==> config.mk <==
export PLATFORM = sky130hd
export DESIGN_NAME = assembler_expression_evaluator_top
export DESIGN_NICKNAME = d
export VERILOG_FILES = /design/src/rtl/aee_pkg.sv /design/src/rtl/aee_front.sv /design/src/rtl/aee_queue.sv /design/src/rtl/aee_mdu.sv /design/src/rtl/aee_back.sv /design/src/rtl/assembler_expression_evaluator_top.sv
export SDC_FILE = /design/constraint.sdc
export NUM_CORES = 2
export LEC_CHECK = 0
export CAP_MARGIN = 10
export CORE_ASPECT_RATIO = 1.4
export CORE_UTILIZATION = 31
export DETAILED_ROUTE_END_ITERATION = 10
export DONT_BUFFER_PORTS = 1
export HOLD_SLACK_MARGIN = 0.08
export SYNTH_ARGS = -nofsm -noshare
export SYNTH_HDL_FRONTEND = slang
export SYNTH_HIERARCHICAL = 1
export SYNTH_SLANG_ARGS = --single-unit
==> constraint.sdc <==
create_clock -name clock -period 7.5 [get_ports clock]
set_input_delay 1.5 -clock clock [delete_from_list [all_inputs] [get_ports clock]]
set_output_delay 1.5 -clock clock [all_outputs]
set_load 0.1 [all_outputs]
==> src/rtl/aee_pkg.sv <==
`timescale 1ns / 1ps
// ----------------------------------------------------------------------------
// Expression evaluator package
// Operator, lexer and status codes, the character classes and the item
// that travels from the front end to the execution unit.
// ----------------------------------------------------------------------------
package aee_pkg;

   // Binary operators. OP_NONE marks that no operator is pending.
   localparam logic [4:0] OP_ADD  = 5'd0;
   localparam logic [4:0] OP_SUB  = 5'd1;
   localparam logic [4:0] OP_MUL  = 5'd2;
   localparam logic [4:0] OP_DIV  = 5'd3;
   localparam logic [4:0] OP_MOD  = 5'd4;
   localparam logic [4:0] OP_XOR  = 5'd5;
   localparam logic [4:0] OP_BAND = 5'd6;
   localparam logic [4:0] OP_BOR  = 5'd7;
   localparam logic [4:0] OP_SHL  = 5'd8;
   localparam logic [4:0] OP_SHR  = 5'd9;
   localparam logic [4:0] OP_LAND = 5'd10;
   localparam logic [4:0] OP_LOR  = 5'd11;
   localparam logic [4:0] OP_LT   = 5'd12;
   localparam logic [4:0] OP_GT   = 5'd13;
   localparam logic [4:0] OP_LE   = 5'd14;
   localparam logic [4:0] OP_GE   = 5'd15;
   localparam logic [4:0] OP_EQ   = 5'd16;
   localparam logic [4:0] OP_NE   = 5'd17;
   localparam logic [4:0] OP_NONE = 5'd18;

   // Lexer modes.
   localparam logic [3:0] LX_OPERAND  = 4'd0;
   localparam logic [3:0] LX_DOLLAR   = 4'd1;
   localparam logic [3:0] LX_HEX      = 4'd2;
   localparam logic [3:0] LX_BIN      = 4'd3;
   localparam logic [3:0] LX_NUM      = 4'd4;
   localparam logic [3:0] LX_QOPEN    = 4'd5;
   localparam logic [3:0] LX_QESC     = 4'd6;
   localparam logic [3:0] LX_QCLOSE   = 4'd7;
   localparam logic [3:0] LX_OPWAIT   = 4'd8;
   localparam logic [3:0] LX_OPERATOR = 4'd9;
   localparam logic [3:0] LX_DONE     = 4'd10;
   localparam logic [3:0] LX_ERROR    = 4'd11;

   // Status codes.
   localparam logic [3:0] ST_OK     = 4'd0;
   localparam logic [3:0] ST_VALUE  = 4'd1;
   localparam logic [3:0] ST_OPER   = 4'd2;
   localparam logic [3:0] ST_PREFIX = 4'd3;
   localparam logic [3:0] ST_HEX    = 4'd4;
   localparam logic [3:0] ST_DEC    = 4'd5;
   localparam logic [3:0] ST_BIN    = 4'd6;
   localparam logic [3:0] ST_DEPTH  = 4'd7;
   localparam logic [3:0] ST_DIV0   = 4'd8;
   localparam logic [3:0] ST_NAME   = 4'd9;

   // 'A' - 10, turns an upper-case hex letter into its digit value.
   localparam logic [7:0] HEX_ALPHA_BIAS = 8'd55;

   localparam int QUEUE_DEPTH = 2;

   typedef struct packed {
      logic       digit;
      logic       alpha;
      logic       hex_ok;
      logic [3:0] hex_val;
      logic       space;
      logic       term;
   } char_class_type;

   typedef struct packed {
      logic [7:0]     ch;
      logic           last;
      char_class_type cls;
   } item_type;

   typedef struct packed {
      logic start;
      logic div;
      logic modulo;
   } mdu_cmd_type;

   function automatic logic [7:0] to_upper(input logic [7:0] c);
      return (c >= "a" && c <= "z") ? c - 8'd32 : c;
   endfunction

   function automatic char_class_type char_class(input logic [7:0] c);
      char_class_type r;
      logic [7:0]     u;
      u         = to_upper(c);
      r.digit   = (c >= "0") && (c <= "9");
      r.alpha   = (u >= "A") && (u <= "Z");
      r.hex_ok  = r.digit || ((u >= "A") && (u <= "F"));
      r.hex_val = r.digit ? c[3:0] : 4'(u - HEX_ALPHA_BIAS);
      r.space   = (c == " ") || (c == 8'h09);
      r.term    = (c == 8'h00) || (c == 8'h0a) || (c == 8'h0d) || (c == ";") || (c == "\\");
      return r;
   endfunction

endpackage

==> src/rtl/aee_front.sv <==
`timescale 1ns / 1ps
// ----------------------------------------------------------------------------
// Expression evaluator front end
// Accepts one character item, classifies it and holds it until the queue
// takes it.
// ----------------------------------------------------------------------------
module aee_front (
   input  logic              clock,
   input  logic              reset,
   input  logic              req_valid,
   output logic              req_stall,
   input  logic [7:0]        req_text_char,
   input  logic              req_is_last,
   output logic              push_valid,
   output aee_pkg::item_type push_item,
   input  logic              push_ready
);
   import aee_pkg::*;

   logic     valid_ff, valid_in;
   item_type item_ff, item_in;

   assign req_stall  = valid_ff && !push_ready;
   assign push_valid = valid_ff;
   assign push_item  = item_ff;

   always_comb begin
      valid_in = valid_ff;
      item_in  = item_ff;
      if (req_valid && !req_stall) begin
         valid_in     = 1'b1;
         item_in.ch   = req_text_char;
         item_in.last = req_is_last;
         item_in.cls  = char_class(req_text_char);
      end else if (push_ready) begin
         valid_in = 1'b0;
      end
   end

   always_ff @(posedge clock) begin
      if (reset) begin
         valid_ff <= 1'b0;
      end else begin
         valid_ff <= valid_in;
      end
      item_ff <= item_in;
   end

endmodule

==> src/rtl/aee_queue.sv <==
`timescale 1ns / 1ps
// ----------------------------------------------------------------------------
// Expression evaluator item queue
// Short first-in first-out buffer between the front end and the execution
// unit.
// ----------------------------------------------------------------------------
module aee_queue (
   input  logic              clock,
   input  logic              reset,
   input  logic              push_valid,
   input  aee_pkg::item_type push_item,
   output logic              push_ready,
   output logic              pop_valid,
   output aee_pkg::item_type pop_item,
   input  logic              pop_take
);
   import aee_pkg::*;

   localparam int PW = $clog2(QUEUE_DEPTH);
   localparam int CW = $clog2(QUEUE_DEPTH + 1);

   item_type        entry_ff [QUEUE_DEPTH];
   logic [PW-1:0]   wr_ptr_ff, wr_ptr_in;
   logic [PW-1:0]   rd_ptr_ff, rd_ptr_in;
   logic [CW-1:0]   count_ff, count_in;
   logic            do_push, do_pop;

   assign push_ready = (count_ff != CW'(QUEUE_DEPTH));
   assign pop_valid  = (count_ff != '0);
   assign pop_item   = entry_ff[rd_ptr_ff];
   assign do_push    = push_valid && push_ready;
   assign do_pop     = pop_take && pop_valid;

   always_comb begin
      wr_ptr_in = wr_ptr_ff;
      rd_ptr_in = rd_ptr_ff;
      count_in  = count_ff;
      if (do_push) begin
         wr_ptr_in = (wr_ptr_ff == PW'(QUEUE_DEPTH - 1)) ? '0 : wr_ptr_ff + 1'b1;
      end
      if (do_pop) begin
         rd_ptr_in = (rd_ptr_ff == PW'(QUEUE_DEPTH - 1)) ? '0 : rd_ptr_ff + 1'b1;
      end
      if (do_push && !do_pop) begin
         count_in = count_ff + 1'b1;
      end else if (do_pop && !do_push) begin
         count_in = count_ff - 1'b1;
      end
   end

   always_ff @(posedge clock) begin
      if (reset) begin
         wr_ptr_ff <= '0;
         rd_ptr_ff <= '0;
         count_ff  <= '0;
      end else begin
         wr_ptr_ff <= wr_ptr_in;
         rd_ptr_ff <= rd_ptr_in;
         count_ff  <= count_in;
      end
      if (do_push) begin
         entry_ff[wr_ptr_ff] <= push_item;
      end
   end

endmodule

==> src/rtl/aee_mdu.sv <==
`timescale 1ns / 1ps
// ----------------------------------------------------------------------------
// Expression evaluator multiply and divide unit
// Shift-add multiplier and restoring divider, one bit per cycle. Division
// and remainder are signed and truncate toward zero.
// ----------------------------------------------------------------------------
module aee_mdu #(
   parameter int VALUE_BITS = 32
) (
   input  logic                    clock,
   input  logic                    reset,
   input  aee_pkg::mdu_cmd_type    cmd,
   input  logic [VALUE_BITS-1:0]   op_a,
   input  logic [VALUE_BITS-1:0]   op_b,
   output logic                    done,
   output logic [VALUE_BITS-1:0]   result
);
   import aee_pkg::*;

   localparam int VB = VALUE_BITS;
   localparam int NW = $clog2(VB + 1);

   logic          busy_ff, busy_in;
   logic [NW-1:0] cnt_ff, cnt_in;
   logic [VB-1:0] acc_ff, acc_in;
   logic [VB-1:0] x_ff, x_in;
   logic [VB-1:0] y_ff, y_in;
   logic [VB-1:0] rem_ff, rem_in;
   logic          neg_ff, neg_in;
   logic          div_ff, div_in;
   logic          mod_ff, mod_in;
   logic [VB:0]   partial;
   logic [VB-1:0] abs_a, abs_b;

   assign abs_a   = op_a[VB-1] ? VB'(0) - op_a : op_a;
   assign abs_b   = op_b[VB-1] ? VB'(0) - op_b : op_b;
   assign partial = {rem_ff, x_ff[VB-1]};
   assign done    = busy_ff && (cnt_ff == NW'(VB));

   always_comb begin
      if (!div_ff) begin
         result = acc_ff;
      end else if (mod_ff) begin
         result = neg_ff ? VB'(0) - rem_ff : rem_ff;
      end else begin
         result = neg_ff ? VB'(0) - x_ff : x_ff;
      end
   end

   always_comb begin
      busy_in = busy_ff;
      cnt_in  = cnt_ff;
      acc_in  = acc_ff;
      x_in    = x_ff;
      y_in    = y_ff;
      rem_in  = rem_ff;
      neg_in  = neg_ff;
      div_in  = div_ff;
      mod_in  = mod_ff;
      if (cmd.start) begin
         busy_in = 1'b1;
         cnt_in  = '0;
         div_in  = cmd.div;
         mod_in  = cmd.modulo;
         acc_in  = '0;
         rem_in  = '0;
         if (cmd.div) begin
            x_in   = abs_a;
            y_in   = abs_b;
            neg_in = cmd.modulo ? op_a[VB-1] : (op_a[VB-1] ^ op_b[VB-1]);
         end else begin
            x_in   = op_a;
            y_in   = op_b;
            neg_in = 1'b0;
         end
      end else if (done) begin
         busy_in = 1'b0;
      end else if (busy_ff) begin
         cnt_in = cnt_ff + 1'b1;
         if (!div_ff) begin
            if (y_ff[0]) begin
               acc_in = acc_ff + x_ff;
            end
            x_in = {x_ff[VB-2:0], 1'b0};
            y_in = {1'b0, y_ff[VB-1:1]};
         end else if (partial >= {1'b0, y_ff}) begin
            rem_in = VB'(partial - {1'b0, y_ff});
            x_in   = {x_ff[VB-2:0], 1'b1};
         end else begin
            rem_in = partial[VB-1:0];
            x_in   = {x_ff[VB-2:0], 1'b0};
         end
      end
   end

   always_ff @(posedge clock) begin
      if (reset) begin
         busy_ff <= 1'b0;
         cnt_ff  <= '0;
      end else begin
         busy_ff <= busy_in;
         cnt_ff  <= cnt_in;
      end
      acc_ff <= acc_in;
      x_ff   <= x_in;
      y_ff   <= y_in;
      rem_ff <= rem_in;
      neg_ff <= neg_in;
      div_ff <= div_in;
      mod_ff <= mod_in;
   end

endmodule

==> src/rtl/aee_back.sv <==
`timescale 1ns / 1ps
// ----------------------------------------------------------------------------
// Expression evaluator execution unit
// Lexer state machine, left-to-right operator evaluation, parenthesis frame
// stack and the result register.
// ----------------------------------------------------------------------------
module aee_back #(
   parameter int VALUE_BITS  = 32,
   parameter int MAX_NESTING = 20
) (
   input  logic                  clock,
   input  logic                  reset,
   input  logic                  q_valid,
   input  aee_pkg::item_type     q_item,
   output logic                  q_take,
   input  logic [VALUE_BITS-1:0] cur_addr,
   output logic                  rsp_valid,
   input  logic                  rsp_stall,
   output logic signed [31:0]    rsp_result_value,
   output logic [3:0]            rsp_status,
   output logic                  rsp_warn_unclosed,
   output logic                  rsp_warn_extra_paren,
   output logic                  rsp_warn_missing_quote
);
   import aee_pkg::*;

   localparam int VB = VALUE_BITS;
   localparam int AW = (MAX_NESTING > 2) ? $clog2(MAX_NESTING) : 1;
   localparam int FW = VB + 7;
   localparam int SW = $clog2(VB);

   localparam logic [2:0] S_IDLE   = 3'd0;
   localparam logic [2:0] S_STEP   = 3'd1;
   localparam logic [2:0] S_POPLD  = 3'd2;
   localparam logic [2:0] S_FIN    = 3'd3;
   localparam logic [2:0] S_MDU    = 3'd4;
   localparam logic [2:0] S_FINAL  = 3'd5;
   localparam logic [2:0] S_UNWIND = 3'd6;

   // Where to go once an operand has been folded into the total.
   localparam logic [1:0] CONT_CHAR   = 2'd0;
   localparam logic [1:0] CONT_RETRY  = 2'd1;
   localparam logic [1:0] CONT_UNWIND = 2'd2;

   logic [2:0]     state_ff, state_in;
   logic [1:0]     cont_ff, cont_in;
   logic [3:0]     lx_ff, lx_in;
   logic [7:0]     c_ff, c_in;
   char_class_type cls_ff, cls_in;
   logic           last_ff, last_in;
   logic [7:0]     held_ff, held_in;
   logic [VB-1:0]  rt_ff, rt_in;
   logic [VB-1:0]  opnd_ff, opnd_in;
   logic [4:0]     pop_ff, pop_in;
   logic           inv_ff, inv_in;
   logic           neg_ff, neg_in;
   logic [AW-1:0]  nest_ff, nest_in;
   logic [VB-1:0]  hacc_ff, hacc_in;
   logic [VB-1:0]  dacc_ff, dacc_in;
   logic [VB-1:0]  bacc_ff, bacc_in;
   logic           hbad_ff, hbad_in;
   logic           dbad_ff, dbad_in;
   logic           bbad_ff, bbad_in;
   logic [3:0]     err_ff, err_in;
   logic           wu_ff, wu_in;
   logic           wx_ff, wx_in;
   logic           wq_ff, wq_in;

   logic           ov_ff;
   logic [31:0]    oval_ff;
   logic [3:0]     ost_ff;
   logic           owu_ff, owx_ff, owq_ff;
   logic           out_load;

   logic [FW-1:0]  frame_mem [MAX_NESTING];
   logic [FW-1:0]  rd_ff;
   logic           push_we;

   mdu_cmd_type    mdu_cmd;
   logic           mdu_done;
   logic [VB-1:0]  mdu_result;

   char_class_type hc;
   logic           unary, fail_now, go_fin, held_bin, c_bin;
   logic [3:0]     fail_code;
   logic [7:0]     held_up, c_up;
   logic [VB-1:0]  hex_c, dec_c, bin_c, hex_h, dec_h, bin_h;
   logic           res_bad;
   logic [VB-1:0]  res_val;
   logic [3:0]     res_err;
   logic [4:0]     op2;
   logic [VB-1:0]  fv, alu_res;
   logic [1:0]     next_cont;

   aee_mdu #(.VALUE_BITS(VB)) u_mdu (
      .clock  (clock),
      .reset  (reset),
      .cmd    (mdu_cmd),
      .op_a   (rt_ff),
      .op_b   (fv),
      .done   (mdu_done),
      .result (mdu_result)
   );

   assign hc       = char_class(held_ff);
   assign held_up  = to_upper(held_ff);
   assign c_up     = to_upper(c_ff);
   assign unary    = inv_ff || neg_ff;
   assign held_bin = (held_ff == "0") || (held_ff == "1");
   assign c_bin    = (c_ff == "0") || (c_ff == "1");

   assign hex_c = {hacc_ff[VB-5:0], cls_ff.hex_val};
   assign dec_c = (dacc_ff << 3) + (dacc_ff << 1) + VB'(c_ff[3:0]);
   assign bin_c = {bacc_ff[VB-2:0], c_ff[0]};
   assign hex_h = {hacc_ff[VB-5:0], hc.hex_val};
   assign dec_h = (dacc_ff << 3) + (dacc_ff << 1) + VB'(held_ff[3:0]);
   assign bin_h = {bacc_ff[VB-2:0], held_ff[0]};

   // Radix resolution of a finished literal. In a plain number the last
   // character picks the radix, or is itself a decimal digit.
   always_comb begin
      case (lx_ff)
         LX_HEX: begin
            res_bad = hbad_ff; res_val = hacc_ff; res_err = ST_HEX;
         end
         LX_BIN: begin
            res_bad = bbad_ff; res_val = bacc_ff; res_err = ST_BIN;
         end
         default: begin
            if (held_up == "H") begin
               res_bad = hbad_ff; res_val = hacc_ff; res_err = ST_HEX;
            end else if (held_up == "B") begin
               res_bad = bbad_ff; res_val = bacc_ff; res_err = ST_BIN;
            end else if (held_up == "D") begin
               res_bad = dbad_ff; res_val = dacc_ff; res_err = ST_DEC;
            end else begin
               res_bad = dbad_ff || !hc.digit; res_val = dec_h; res_err = ST_DEC;
            end
         end
      endcase
   end

   always_comb begin
      op2 = OP_NONE;
      if (held_ff == "<" && c_ff == "<") op2 = OP_SHL;
      else if (held_ff == "<" && c_ff == "=") op2 = OP_LE;
      else if (held_ff == ">" && c_ff == ">") op2 = OP_SHR;
      else if (held_ff == ">" && c_ff == "=") op2 = OP_GE;
      else if (held_ff == "&" && c_ff == "&") op2 = OP_LAND;
      else if (held_ff == "|" && c_ff == "|") op2 = OP_LOR;
      else if (held_ff == "=" && c_ff == "=") op2 = OP_EQ;
      else if (held_ff == "!" && c_ff == "=") op2 = OP_NE;
   end

   // Operand after its unary prefix, and the operators that need no multiply/divide unit.
   always_comb begin
      fv = opnd_ff;
      if (inv_ff) fv = ~fv;
      if (neg_ff) fv = VB'(0) - fv;
   end

   always_comb begin
      case (pop_ff)
         OP_ADD:  alu_res = rt_ff + fv;
         OP_SUB:  alu_res = rt_ff - fv;
         OP_XOR:  alu_res = rt_ff ^ fv;
         OP_BAND: alu_res = rt_ff & fv;
         OP_BOR:  alu_res = rt_ff | fv;
         OP_SHL: begin
            if (fv[VB-1] || fv >= VB'(VB)) alu_res = '0;
            else alu_res = rt_ff << fv[SW-1:0];
         end
         OP_SHR: begin
            if (fv[VB-1] || fv >= VB'(VB)) alu_res = {VB{rt_ff[VB-1]}};
            else alu_res = VB'($signed(rt_ff) >>> fv[SW-1:0]);
         end
         OP_LAND: alu_res = VB'((rt_ff != '0) && (fv != '0));
         OP_LOR:  alu_res = VB'((rt_ff != '0) || (fv != '0));
         OP_LT:   alu_res = VB'($signed(rt_ff) < $signed(fv));
         OP_GT:   alu_res = VB'($signed(rt_ff) > $signed(fv));
         OP_LE:   alu_res = VB'($signed(rt_ff) <= $signed(fv));
         OP_GE:   alu_res = VB'($signed(rt_ff) >= $signed(fv));
         OP_EQ:   alu_res = VB'(rt_ff == fv);
         OP_NE:   alu_res = VB'(rt_ff != fv);
         default: alu_res = fv;
      endcase
   end

   always_comb begin
      state_in  = state_ff;
      cont_in   = cont_ff;
      lx_in     = lx_ff;
      c_in      = c_ff;
      cls_in    = cls_ff;
      last_in   = last_ff;
      held_in   = held_ff;
      rt_in     = rt_ff;
      opnd_in   = opnd_ff;
      pop_in    = pop_ff;
      inv_in    = inv_ff;
      neg_in    = neg_ff;
      nest_in   = nest_ff;
      hacc_in   = hacc_ff;
      dacc_in   = dacc_ff;
      bacc_in   = bacc_ff;
      hbad_in   = hbad_ff;
      dbad_in   = dbad_ff;
      bbad_in   = bbad_ff;
      err_in    = err_ff;
      wu_in     = wu_ff;
      wx_in     = wx_ff;
      wq_in     = wq_ff;
      q_take    = 1'b0;
      push_we   = 1'b0;
      mdu_cmd   = '0;
      out_load  = 1'b0;
      fail_now  = 1'b0;
      fail_code = ST_OK;
      go_fin    = 1'b0;
      next_cont = cont_ff;

      case (state_ff)
         S_IDLE: begin
            if (q_valid) begin
               q_take   = 1'b1;
               c_in     = q_item.ch;
               last_in  = q_item.last;
               cls_in   = q_item.cls;
               state_in = S_STEP;
            end
         end

         S_STEP: begin
            // One pass of the lexer over the current character. A pass that
            // does not use the character up comes back here, after any operand
            // that it ended has been folded in.
            state_in = last_ff ? S_FINAL : S_IDLE;
            case (lx_ff)
               LX_OPERAND: begin
                  if (!unary && cls_ff.space) begin
                     state_in = state_in;
                  end else if (c_ff == 8'h00) begin
                     fail_now  = 1'b1;
                     fail_code = unary ? ST_PREFIX : ST_VALUE;
                  end else if (!unary && c_ff == "~") begin
                     inv_in = 1'b1;
                  end else if (!unary && c_ff == "-") begin
                     neg_in = 1'b1;
                  end else if (c_ff == "(") begin
                     if ({1'b0, nest_ff} + 1'b1 >= (AW + 1)'(MAX_NESTING)) begin
                        fail_now  = 1'b1;
                        fail_code = ST_DEPTH;
                     end else begin
                        push_we = 1'b1;
                        nest_in = nest_ff + 1'b1;
                        rt_in   = '0;
                        pop_in  = OP_NONE;
                        inv_in  = 1'b0;
                        neg_in  = 1'b0;
                     end
                  end else begin
                     hacc_in = '0;
                     dacc_in = '0;
                     bacc_in = '0;
                     hbad_in = 1'b0;
                     dbad_in = 1'b0;
                     bbad_in = 1'b0;
                     if (c_ff == "$") begin
                        lx_in = LX_DOLLAR;
                     end else if (c_ff == "%") begin
                        lx_in = LX_BIN;
                     end else if (c_ff == "'") begin
                        lx_in = LX_QOPEN;
                     end else if (cls_ff.digit) begin
                        held_in = c_ff;
                        lx_in   = LX_NUM;
                     end else if (cls_ff.alpha || c_ff == "_") begin
                        fail_now  = 1'b1;
                        fail_code = ST_NAME;
                     end else begin
                        fail_now  = 1'b1;
                        fail_code = ST_PREFIX;
                     end
                  end
               end

               LX_DOLLAR: begin
                  if (cls_ff.hex_ok) begin
                     hacc_in = hex_c;
                     if (cls_ff.digit) dacc_in = dec_c; else dbad_in = 1'b1;
                     if (c_bin) bacc_in = bin_c; else bbad_in = 1'b1;
                     lx_in = LX_HEX;
                  end else begin
                     opnd_in   = cur_addr;
                     go_fin    = 1'b1;
                     next_cont = CONT_RETRY;
                  end
               end

               LX_HEX, LX_BIN: begin
                  if (cls_ff.digit || cls_ff.alpha) begin
                     if (cls_ff.hex_ok) hacc_in = hex_c; else hbad_in = 1'b1;
                     if (cls_ff.digit) dacc_in = dec_c; else dbad_in = 1'b1;
                     if (c_bin) bacc_in = bin_c; else bbad_in = 1'b1;
                  end else if (res_bad) begin
                     fail_now  = 1'b1;
                     fail_code = res_err;
                  end else begin
                     opnd_in   = res_val;
                     go_fin    = 1'b1;
                     next_cont = CONT_RETRY;
                  end
               end

               LX_NUM: begin
                  if (cls_ff.digit || cls_ff.alpha) begin
                     if (hc.hex_ok) hacc_in = hex_h; else hbad_in = 1'b1;
                     if (hc.digit) dacc_in = dec_h; else dbad_in = 1'b1;
                     if (held_bin) bacc_in = bin_h; else bbad_in = 1'b1;
                     held_in = c_ff;
                  end else if (res_bad) begin
                     fail_now  = 1'b1;
                     fail_code = res_err;
                  end else begin
                     opnd_in   = res_val;
                     go_fin    = 1'b1;
                     next_cont = CONT_RETRY;
                  end
               end

               LX_QOPEN: begin
                  if (c_ff == "\\") begin
                     lx_in = LX_QESC;
                  end else begin
                     held_in = c_ff;
                     lx_in   = LX_QCLOSE;
                  end
               end

               LX_QESC: begin
                  if (c_up == "N") held_in = 8'h0a;
                  else if (c_up == "R") held_in = 8'h0d;
                  else if (c_up == "T") held_in = 8'h09;
                  else if (c_up == "0") held_in = 8'h00;
                  else held_in = c_ff;
                  lx_in = LX_QCLOSE;
               end

               LX_QCLOSE: begin
                  opnd_in = VB'(held_ff);
                  go_fin  = 1'b1;
                  if (c_ff == "'") begin
                     next_cont = CONT_CHAR;
                  end else begin
                     wq_in     = 1'b1;
                     next_cont = CONT_RETRY;
                  end
               end

               LX_OPWAIT: begin
                  if (op2 != OP_NONE) begin
                     pop_in = op2;
                     lx_in  = LX_OPERAND;
                  end else if (held_ff == "!") begin
                     fail_now  = 1'b1;
                     fail_code = ST_OPER;
                  end else begin
                     // A single-character comparison or bitwise operator;
                     // the current character starts the operand.
                     if (held_ff == "<") pop_in = OP_LT;
                     else if (held_ff == ">") pop_in = OP_GT;
                     else if (held_ff == "&") pop_in = OP_BAND;
                     else if (held_ff == "|") pop_in = OP_BOR;
                     else pop_in = OP_EQ;
                     lx_in    = LX_OPERAND;
                     state_in = S_STEP;
                  end
               end

               LX_OPERATOR: begin
                  if (cls_ff.space) begin
                     state_in = state_in;
                  end else if (cls_ff.term) begin
                     lx_in = LX_DONE;
                  end else if (c_ff == "<" || c_ff == ">" || c_ff == "&" ||
                               c_ff == "|" || c_ff == "=" || c_ff == "!") begin
                     held_in = c_ff;
                     lx_in   = LX_OPWAIT;
                  end else if (c_ff == ")") begin
                     if (nest_ff != '0) begin
                        opnd_in  = rt_ff;
                        nest_in  = nest_ff - 1'b1;
                        cont_in  = CONT_CHAR;
                        state_in = S_POPLD;
                     end else begin
                        wx_in = 1'b1;
                     end
                  end else begin
                     lx_in = LX_OPERAND;
                     if (c_ff == "+") pop_in = OP_ADD;
                     else if (c_ff == "-") pop_in = OP_SUB;
                     else if (c_ff == "*") pop_in = OP_MUL;
                     else if (c_ff == "/") pop_in = OP_DIV;
                     else if (c_ff == "%") pop_in = OP_MOD;
                     else if (c_ff == "^") pop_in = OP_XOR;
                     else begin
                        lx_in     = lx_ff;
                        fail_now  = 1'b1;
                        fail_code = ST_OPER;
                     end
                  end
               end

               default: begin
                  state_in = state_in;
               end
            endcase
            if (go_fin) begin
               cont_in  = next_cont;
               state_in = S_FIN;
            end
         end

         S_POPLD: begin
            rt_in    = rd_ff[FW-1:7];
            pop_in   = rd_ff[6:2];
            inv_in   = rd_ff[1];
            neg_in   = rd_ff[0];
            state_in = S_FIN;
         end

         S_FIN: begin
            inv_in = 1'b0;
            neg_in = 1'b0;
            lx_in  = LX_OPERATOR;
            pop_in = OP_NONE;
            if (pop_ff == OP_MUL || pop_ff == OP_DIV || pop_ff == OP_MOD) begin
               if (pop_ff != OP_MUL && fv == '0) begin
                  fail_now  = 1'b1;
                  fail_code = ST_DIV0;
               end else begin
                  mdu_cmd.start  = 1'b1;
                  mdu_cmd.div    = (pop_ff != OP_MUL);
                  mdu_cmd.modulo = (pop_ff == OP_MOD);
               end
            end else begin
               rt_in = alu_res;
            end
            if (mdu_cmd.start) begin
               state_in = S_MDU;
            end else begin
               case (cont_ff)
                  CONT_RETRY:  state_in = S_STEP;
                  CONT_UNWIND: state_in = S_UNWIND;
                  default:     state_in = last_ff ? S_FINAL : S_IDLE;
               endcase
            end
         end

         S_MDU: begin
            if (mdu_done) begin
               rt_in = mdu_result;
               case (cont_ff)
                  CONT_RETRY:  state_in = S_STEP;
                  CONT_UNWIND: state_in = S_UNWIND;
                  default:     state_in = last_ff ? S_FINAL : S_IDLE;
               endcase
            end
         end

         S_FINAL: begin
            // Close off whatever operand the text ended in.
            state_in = S_UNWIND;
            case (lx_ff)
               LX_OPERAND: begin
                  fail_now  = 1'b1;
                  fail_code = unary ? ST_PREFIX : ST_VALUE;
               end
               LX_DOLLAR: begin
                  opnd_in = cur_addr;
                  go_fin  = 1'b1;
               end
               LX_HEX, LX_BIN, LX_NUM: begin
                  if (res_bad) begin
                     fail_now  = 1'b1;
                     fail_code = res_err;
                  end else begin
                     opnd_in = res_val;
                     go_fin  = 1'b1;
                  end
               end
               LX_QOPEN, LX_QESC: begin
                  wq_in   = 1'b1;
                  opnd_in = '0;
                  go_fin  = 1'b1;
               end
               LX_QCLOSE: begin
                  wq_in   = 1'b1;
                  opnd_in = VB'(held_ff);
                  go_fin  = 1'b1;
               end
               LX_OPWAIT: begin
                  fail_now  = 1'b1;
                  fail_code = (held_ff == "!") ? ST_OPER : ST_VALUE;
               end
               default: begin
                  state_in = S_UNWIND;
               end
            endcase
            if (go_fin) begin
               cont_in  = CONT_UNWIND;
               state_in = S_FIN;
            end
         end

         S_UNWIND: begin
            // Open parentheses are closed innermost first, one per pass.
            if (err_ff == ST_OK && nest_ff != '0) begin
               wu_in    = 1'b1;
               opnd_in  = rt_ff;
               nest_in  = nest_ff - 1'b1;
               cont_in  = CONT_UNWIND;
               state_in = S_POPLD;
            end else if (!ov_ff || !rsp_stall) begin
               out_load = 1'b1;
               state_in = S_IDLE;
               lx_in    = LX_OPERAND;
               rt_in    = '0;
               pop_in   = OP_NONE;
               inv_in   = 1'b0;
               neg_in   = 1'b0;
               nest_in  = '0;
               hacc_in  = '0;
               dacc_in  = '0;
               bacc_in  = '0;
               hbad_in  = 1'b0;
               dbad_in  = 1'b0;
               bbad_in  = 1'b0;
               held_in  = '0;
               err_in   = ST_OK;
               wu_in    = 1'b0;
               wx_in    = 1'b0;
               wq_in    = 1'b0;
            end
         end

         default: begin
            state_in = S_IDLE;
         end
      endcase

      if (fail_now) begin
         if (err_ff == ST_OK) err_in = fail_code;
         lx_in = LX_ERROR;
      end
   end

   always_ff @(posedge clock) begin
      if (reset) begin
         state_ff <= S_IDLE;
         cont_ff  <= CONT_CHAR;
         lx_ff    <= LX_OPERAND;
         rt_ff    <= '0;
         pop_ff   <= OP_NONE;
         inv_ff   <= 1'b0;
         neg_ff   <= 1'b0;
         nest_ff  <= '0;
         hacc_ff  <= '0;
         dacc_ff  <= '0;
         bacc_ff  <= '0;
         hbad_ff  <= 1'b0;
         dbad_ff  <= 1'b0;
         bbad_ff  <= 1'b0;
         held_ff  <= '0;
         err_ff   <= ST_OK;
         wu_ff    <= 1'b0;
         wx_ff    <= 1'b0;
         wq_ff    <= 1'b0;
         ov_ff    <= 1'b0;
      end else begin
         state_ff <= state_in;
         cont_ff  <= cont_in;
         lx_ff    <= lx_in;
         rt_ff    <= rt_in;
         pop_ff   <= pop_in;
         inv_ff   <= inv_in;
         neg_ff   <= neg_in;
         nest_ff  <= nest_in;
         hacc_ff  <= hacc_in;
         dacc_ff  <= dacc_in;
         bacc_ff  <= bacc_in;
         hbad_ff  <= hbad_in;
         dbad_ff  <= dbad_in;
         bbad_ff  <= bbad_in;
         held_ff  <= held_in;
         err_ff   <= err_in;
         wu_ff    <= wu_in;
         wx_ff    <= wx_in;
         wq_ff    <= wq_in;
         if (out_load) begin
            ov_ff <= 1'b1;
         end else if (!rsp_stall) begin
            ov_ff <= 1'b0;
         end
      end
      c_ff    <= c_in;
      cls_ff  <= cls_in;
      last_ff <= last_in;
      opnd_ff <= opnd_in;
      if (out_load) begin
         oval_ff <= (err_ff == ST_OK) ? 32'($signed(rt_ff)) : '0;
         ost_ff  <= err_ff;
         owu_ff  <= wu_ff;
         owx_ff  <= wx_ff;
         owq_ff  <= wq_ff;
      end
   end

   // Frame stack: one write port for '(' and a registered read of the top.
   always_ff @(posedge clock) begin
      if (push_we) begin
         frame_mem[nest_ff] <= {rt_ff, pop_ff, inv_ff, neg_ff};
      end
      rd_ff <= frame_mem[nest_ff - 1'b1];
   end

   assign rsp_valid              = ov_ff;
   assign rsp_result_value       = oval_ff;
   assign rsp_status             = ost_ff;
   assign rsp_warn_unclosed      = owu_ff;
   assign rsp_warn_extra_paren   = owx_ff;
   assign rsp_warn_missing_quote = owq_ff;

endmodule

==> src/rtl/assembler_expression_evaluator_top.sv <==
`timescale 1ns / 1ps
// ----------------------------------------------------------------------------
// Assembler constant-expression evaluator
// Reads an expression one character per item and returns its value and a
// status after the item marked last.
// ----------------------------------------------------------------------------
// Each character item is classified in the front end and waits in a two-entry
// queue for the execution unit. The character after a one-character comparison
// or bitwise operator is read again, and so is a character that ends an
// operand, once that operand has been folded in; a closing quote also folds
// its operand in. A * / % operand also passes through the bit-serial
// multiply/divide unit, and a ')' that ends such an operand and closes a
// parenthesis that a * / % also waits on uses the unit twice. After the last
// item, each parenthesis still open is closed, and each * / % that closing them
// applies uses the unit again; then the result is loaded. Operators are
// evaluated strictly left to right; at most MAX_NESTING - 1 parentheses may be
// open. The result waits in an output register, so the next expression can be
// accepted while it is still stalled.
module assembler_expression_evaluator_top #(
   parameter int VALUE_BITS  = 32,
   parameter int MAX_NESTING = 20
) (
   input  logic               clock,
   input  logic               reset,
   input  logic               csr_wr_en,
   input  logic [31:0]        csr_wr_data,
   input  logic               req_valid,
   output logic               req_stall,
   input  logic [7:0]         req_text_char,
   input  logic               req_is_last,
   output logic               rsp_valid,
   input  logic               rsp_stall,
   output logic signed [31:0] rsp_result_value,
   output logic [3:0]         rsp_status,
   output logic               rsp_warn_unclosed,
   output logic               rsp_warn_extra_paren,
   output logic               rsp_warn_missing_quote
);
   import aee_pkg::*;

   logic [VALUE_BITS-1:0] cur_addr_ff;
   logic                  push_valid, push_ready, q_valid, q_take;
   item_type              push_item, q_item;

   always_ff @(posedge clock) begin
      if (reset) begin
         cur_addr_ff <= '0;
      end else if (csr_wr_en) begin
         cur_addr_ff <= VALUE_BITS'(csr_wr_data);
      end
   end

   aee_front u_front (
      .clock         (clock),
      .reset         (reset),
      .req_valid     (req_valid),
      .req_stall     (req_stall),
      .req_text_char (req_text_char),
      .req_is_last   (req_is_last),
      .push_valid    (push_valid),
      .push_item     (push_item),
      .push_ready    (push_ready)
   );

   aee_queue u_queue (
      .clock      (clock),
      .reset      (reset),
      .push_valid (push_valid),
      .push_item  (push_item),
      .push_ready (push_ready),
      .pop_valid  (q_valid),
      .pop_item   (q_item),
      .pop_take   (q_take)
   );

   aee_back #(
      .VALUE_BITS  (VALUE_BITS),
      .MAX_NESTING (MAX_NESTING)
   ) u_back (
      .clock                  (clock),
      .reset                  (reset),
      .q_valid                (q_valid),
      .q_item                 (q_item),
      .q_take                 (q_take),
      .cur_addr               (cur_addr_ff),
      .rsp_valid              (rsp_valid),
      .rsp_stall              (rsp_stall),
      .rsp_result_value       (rsp_result_value),
      .rsp_status             (rsp_status),
      .rsp_warn_unclosed      (rsp_warn_unclosed),
      .rsp_warn_extra_paren   (rsp_warn_extra_paren),
      .rsp_warn_missing_quote (rsp_warn_missing_quote)
   );

endmodule

## After elaboration in Yosys (flattened, before gate mapping)

Memory sizes are Yosys's and may differ from the RTL's. A register that Yosys moved wholly into a read port is not among the register bits.
Cells that the tools add are included.

| word-level totals | value |
|---|---|
| flip-flop bits (word level) | 432 |
| output and inout bits | 41 |
| memories kept | 2 |
| input port bits | 46 |
| memory bits (writable) | 816 |
| word-level logic and storage cells | 786 |

| operators by class | value |
|---|---|
| equal/unequal tests | 183 |
| magnitude comparators | 22 |
| mux-type cells | 378 |
| reductions and logical operators | 117 |
| $add $sub $neg | 25 |
| shifts and indexed selects | 2 |
| bitwise gates (word level) | 7 |

Memories:

| memory | depth | bits a word | rd ports | clocked after Yosys merged registers in | write ports | line | RTL |
|---|---|---|---|---|---|---|---|
| u_back.frame_mem | 20 | 39 | 1 | 1 | 1 | aee_back.sv:75 | `logic [FW-1:0] frame_mem [MAX_NESTING];` |
| u_queue.entry_ff | 2 | 18 | 1 | 1 | 1 | aee_queue.sv:22 | `item_type entry_ff [QUEUE_DEPTH];` |

Operator list:

| cell | count |
|---|---|
| 32-bit two-way mux | 62 |
| 32-bit case mux with 4 select lines | 5 |
| 32-bit case mux with 15 select lines | 1 |
| 32-bit case mux with 2 select lines | 4 |
| 4-bit two-way mux | 57 |
| 5-bit two-way mux | 44 |
| 8-bit by 6-bit == test with 1-bit output, second input constant | 26 |
| 8-bit two-way mux | 23 |
| 32-bit case mux with 5 select lines | 1 |
| 1-bit by 32-bit subtractor with 32-bit output, first input constant | 5 |
| 1-bit two-way mux | 107 |
| 8-bit by 7-bit == test with 1-bit output, second input constant | 13 |
| 32-bit adder | 3 |
| 32-bit case mux with 3 select lines | 1 |
| 13-bit AND reduction | 7 |
| 3-bit != test, second input constant | 25 |
| 32-bit by 4-bit adder with 32-bit output | 2 |
| 32-bit nonzero test | 2 |
| 32-bit subtractor | 2 |
| 3-bit two-way mux | 20 |
| 8-bit by 7-bit less-or-equal comparator with 1-bit output, second input constant | 6 |
| 3-bit by 2-bit != test with 1-bit output, second input constant | 16 |
| 5-bit by 4-bit == test with 1-bit output, second input constant | 8 |
| 8-bit by 7-bit >= comparator with 1-bit output, second input constant | 5 |
| other kinds (104) | 289 |

## Depth between registers and ports, before layout

| logic depth | value |
|---|---|
| depth in word-level cells | 16 |
| mapped depth | 29 |

## Modules after synthesis

The synthesis kept the hierarchy.

Modules (own cells, without submodules):

| module | area an instance (µm²) | sequential area each (µm²) | instances | cells each |
|---|---|---|---|---|
| aee_back | 59086.7 | 30239.0 | 1 | 5266 |
| aee_mdu | 11982.7 | 3433.3 | 1 | 1546 |
| aee_queue | 1519.0 | 1181.1 | 1 | 80 |
| assembler_expression_evaluator_top | 1163.6 | 640.6 | 1 | 103 |
| aee_front | 1019.7 | 560.5 | 1 | 86 |

## Worst setup path before layout

Ideal clock, no wire load.

| timing path | value |
|---|---|
| path type | register to register |
| start point | register u_back.inv_ff |
| end point | register u_back.rt_ff[27] |
| stages on the path, launching flop included | 30 |
| setup time | 0.087 ns |
| path slack | 0.887 ns |
| clock period less this slack | 6.613 ns |
| arrival | 6.526 ns |
| cells stage by stage | dfxtp_1 buf_2 buf_2 buf_2 buf_2 buf_4 buf_2 buf_2 buf_2 buf_1 nand3_1 nand3_1 xnor2_1 inv_1 clkbuf_1 buf_1 ha_1 clkbuf_1 nor2_1 a221o_1 o21ai_0 a32oi_1 o211ai_1 o211ai_1 a31o_2 o21ai_0 o21ai_0 a2111oi_0 a31oi_1 o31ai_1 |

| on the way | value |
|---|---|
| longest elaborated chain between the ends | 9 |
| elaborated cells between the ends (all ways) | 26 |

Ends and longest elaborated chain:

| element | line | RTL |
|---|---|---|
| start: declaration | aee_back.sv:55 | `logic inv_ff, inv_in;` |
| start signal: assignment | aee_back.sv:586 | `inv_ff <= inv_in;` |
| 32-bit two-way mux | aee_back.sv:158 | `if (inv_ff) fv = ~fv;` |
| 1-bit by 32-bit subtractor with 32-bit output | aee_back.sv:159 | `if (neg_ff) fv = VB'(0) - fv;` |
| 32-bit two-way mux | aee_back.sv:159 |  |
| 32-bit by 6-bit >= comparator with 1-bit output | aee_back.sv:170, aee_back.sv:174 |  |
| 1-bit logical OR | aee_back.sv:170, aee_back.sv:174 |  |
| 32-bit two-way mux, on equally long branches | aee_back.sv:174, aee_back.sv:170 |  |
| 32-bit case mux with 15 select lines | aee_back.sv:163 | `case (pop_ff)` |
| 32-bit two-way mux | aee_back.sv:437 | `if (pop_ff == OP_MUL \|\| pop_ff == OP_DIV \|\| pop_ff == OP_MOD) begin` |
| 32-bit case mux with 5 select lines | aee_back.sv:222 | `case (state_ff)` |
| end signal: assignment | aee_back.sv:584 | `rt_ff <= rt_in;` |
| end: declaration | aee_back.sv:52 | `logic [VB-1:0] rt_ff, rt_in;` |

Parallel ways exist; a longest one is shown, timed or not. The select of a mux whose other input is x is not followed.
A chain may end at the register's enable or synchronous reset.

## Final worst setup path

| timing path | value |
|---|---|
| start point | register u_back.inv_ff |
| end point | register u_back.rt_ff[30] |

The elaborated chain is that of the path after synthesis.

==> reports/results.tsv <==
metric	value	unit
dominantRegCellSynth	edfxtp_1	
clkSinkCount	1306	
syn2layout_area_growth	11.5	%
slowest_delay	0.80	ns
dieArea	243000	sq um
finalCriticalPeriod	6.70	ns
yosys.area.top_type_share	0.398	
cp_max_fo	69	
num_rows	213	
finalWirelength	285000	um
crit_chain	buf_4 > mux2i_4 > o2111a_1 > o211a_1 > xor2_1 > inv_1 > ha_1 > a21oi_1 > o21ai_0 > a311oi_1 > nand2b_1 > nor2_1 > a221oi_1 > o221ai_1 > a21o_1 > or4_1 > nand3_1	
syn-instance-count	7081	
die_w	417	um
first_global_vias	58567	
cap_viol_max_count	0	
p_leak	28.6	nW
clock_latency	0.83	ns
timing.slew.headroom	0.0774	
worstSetupEndpointType	flop	
finalClockSkew	0.0821	ns
hold_viol_final	0	
grt_pass1_wl	409000	um
rsz0062_at_grt	false	
initial_core_util	0.311	
ys_top_cells_by_count	990 x edfxtp_1, 643 x a21oi_1, 631 x nand2_1, 602 x nor2_1, 411 x o21ai_0	
final_core_util	0.347	
drcViolationCount	0	
synth_cell_types	106	
finalSetupViolations	0	
cp-start-kind	flop	
setup_tns	0	ns
antenna_found_initial	19	
post-route-period-util	0.894	
io_pins	87	
yosys-top-cells-area	edfxtp_1 40%, dfxtp_1 8.5%, mux4_2 7.2%	
synth_most_common_cell	edfxtp_1	
power_density	298	nW/um^2
firstDrtPassIters	9	
cts_resized	0	
min_path_type	flop to flop	
drt_iter0_drc	6665	
postPlaceCellArea	78900	sq um
drive_gt1_frac	0.124	
ir_worst_vdd	0.000190	V
cp.arrival	7.43	ns
vias_per_cell	5.84	
status	finished, final reports clean	
worst_pin_slew	1.37	ns
drv_slew	0	
synth_area_per_cell	10.6	sq um
cts_buffers	138	
grt_overflow	0	
yosys_warnings	6	
fp.dieH	583	um
grtUsageTotal	0.227	
mappedNetlistArea	74800	sq um
synth_seq_cells	1306	
cts_max_level	4	
wl_per_cell	27.7	um
dp_hpwl	199000	um
synth-edff-count	990	
holdWs	0.422	ns
vias	60224	
cts.path.max_buffers	4	
grt_max_degree	189	
fmax	149	MHz
globalplace.congestion	1.01	
synth_area_leader_cell	edfxtp_1	
cts_root_buf	clkbuf_16	
core_area	240000	sq um
antenna_left	0	
async_reset_ff_frac	0	
critPathKind	flop to flop	
port_buffers	0	
synth_seq_area_share	0.482	
cts_setup_buffers	0	
hold_buffers	0	
final_nets	7231	
final_area	83300	sq um
clk_pin_slew	0.07	ns
cts_tree	done	
worst_path_max_delay_cell	a221oi_1	
cp.required	8.22	ns
-- worst max-delay path: cells and delay by family (launching register included) --
family,cells,cell delay [ns]
AO/OA/AOI/OAI,8,2.94
AND/OR/NAND/NOR,4,0.91
buffers and inverters,2,0.78
flip-flops,1,0.61
multiplexers,1,0.53
XOR/XNOR,1,0.48
adder cells (fa/ha/maj),1,0.32
-- logic make-up after synthesis --
logic type	count (synthesis)	synth area share
AOI/OAI and AO/OA	1995	0.170
xor gates and xnor gates	317	0.0372
adders and majority gates	210	0.0358
buffers and inverters	680	0.0355
DFF	1306	0.482
muxes	501	0.109
other	1	0.0000502
and+or+nand+nor	2071	0.130
-- path summary, 6_finish.rpt --
path	startpoint	to	slack [ns]	cells past startpoint
min	u_front/push_item[6]$_DFFE_PP_	u_queue/entry_ff[0][6]$_DFFE_PP_	0.42	0
max	u_back/inv_ff$_SDFFE_PP0P_	u_back/rt_ff[30]$_SDFFE_PP0P_	0.80	17
max reg2reg	u_back/inv_ff$_SDFFE_PP0P_	u_back/rt_ff[30]$_SDFFE_PP0P_	0.80	17
min reg2reg	u_front/push_item[6]$_DFFE_PP_	u_queue/entry_ff[0][6]$_DFFE_PP_	0.42	0
-- cell usage in the layout, fill, tap and decap left out, drive strengths merged, types with 135 or more instances in the layout --
master / n
buf: 185
clkbuf: 179
o21ai: 439
a21oi: 643
dfxtp: 316
inv: 214
nand2: 631
mux4: 240
xnor2: 191
nor2: 604
ha: 203
edfxtp: 990
nor3: 135
nand3: 193
mux2i: 178
-- power by group --
| group | total (mW) | internal [mW] | leakage, nW | switching (mW) |
|---|---|---|---|---|
| combinational | 9.06 | 2.61 | 14.3 | 6.45 |
| clock | 6.88 | 3.90 | 2.11 | 2.97 |
| sequential | 8.90 | 8.36 | 12.2 | 0.536 |
| total | 24.8 | 14.9 | 28.6 | 9.96 |
-- per-stage QoR --
stage | worst slack (ns) | power [mW] | cells
after floorplan | 0.887 | 14.3 | 7119
after global placement | 0.920 | 17.7 | 10058
after detailed placement | 0.959 | 17.7 | 10059
after CTS | 0.906 | 24.6 | 10297
after global routing | 0.413 | 25.6 | 10302
final | 0.796 | 24.8 | 10306
-- flip-flops by register name, summed over array words and instances (netlist names), 5 cells and up, named ones only --
name / cells
u_back/bacc_ff: 32
u_back/rt_ff: 32
u_back/rd_ff: 39
u_back/cls_ff: 9
u_back/frame_mem: 780
u_back/dacc_ff: 32
u_back/u_mdu/cnt_ff: 6
u_back/u_mdu/acc_ff: 32
u_back/nest_ff: 5
cur_addr_ff: 32
u_back/c_ff: 8
u_back/rsp_result_value: 32
u_back/pop_ff: 5
u_front/push_item: 18
u_back/u_mdu/rem_ff: 32
u_back/held_ff: 8
u_back/u_mdu/y_ff: 32
u_queue/entry_ff: 36
u_back/u_mdu/x_ff: 32
u_back/opnd_ff: 32
u_back/hacc_ff: 32
-- layer usage --
layer / routed length [um] / up-vias / global-route usage
met5: 51 / - / 0
met4: 24400 / 6 / 0.172
met3: 19500 / 852 / 0.0351
met2: 138000 / 2893 / 0.386
met1: 103000 / 29800 / 0.255
li1: - / 26673 / -
-- layout make-up --
cell class                 count  area (sq um)
antenna                        8          20.0
clock buffer                 179          3800
clock inverter                59           594
fill                       23832        157000
inverter                     211           792
multi-input combinational   5133         36600
sequential                  1306         36100
tap                         3225          4040
timing repair buffer         185          1400
No activity file was read; power rests on OpenSTA's default activity.
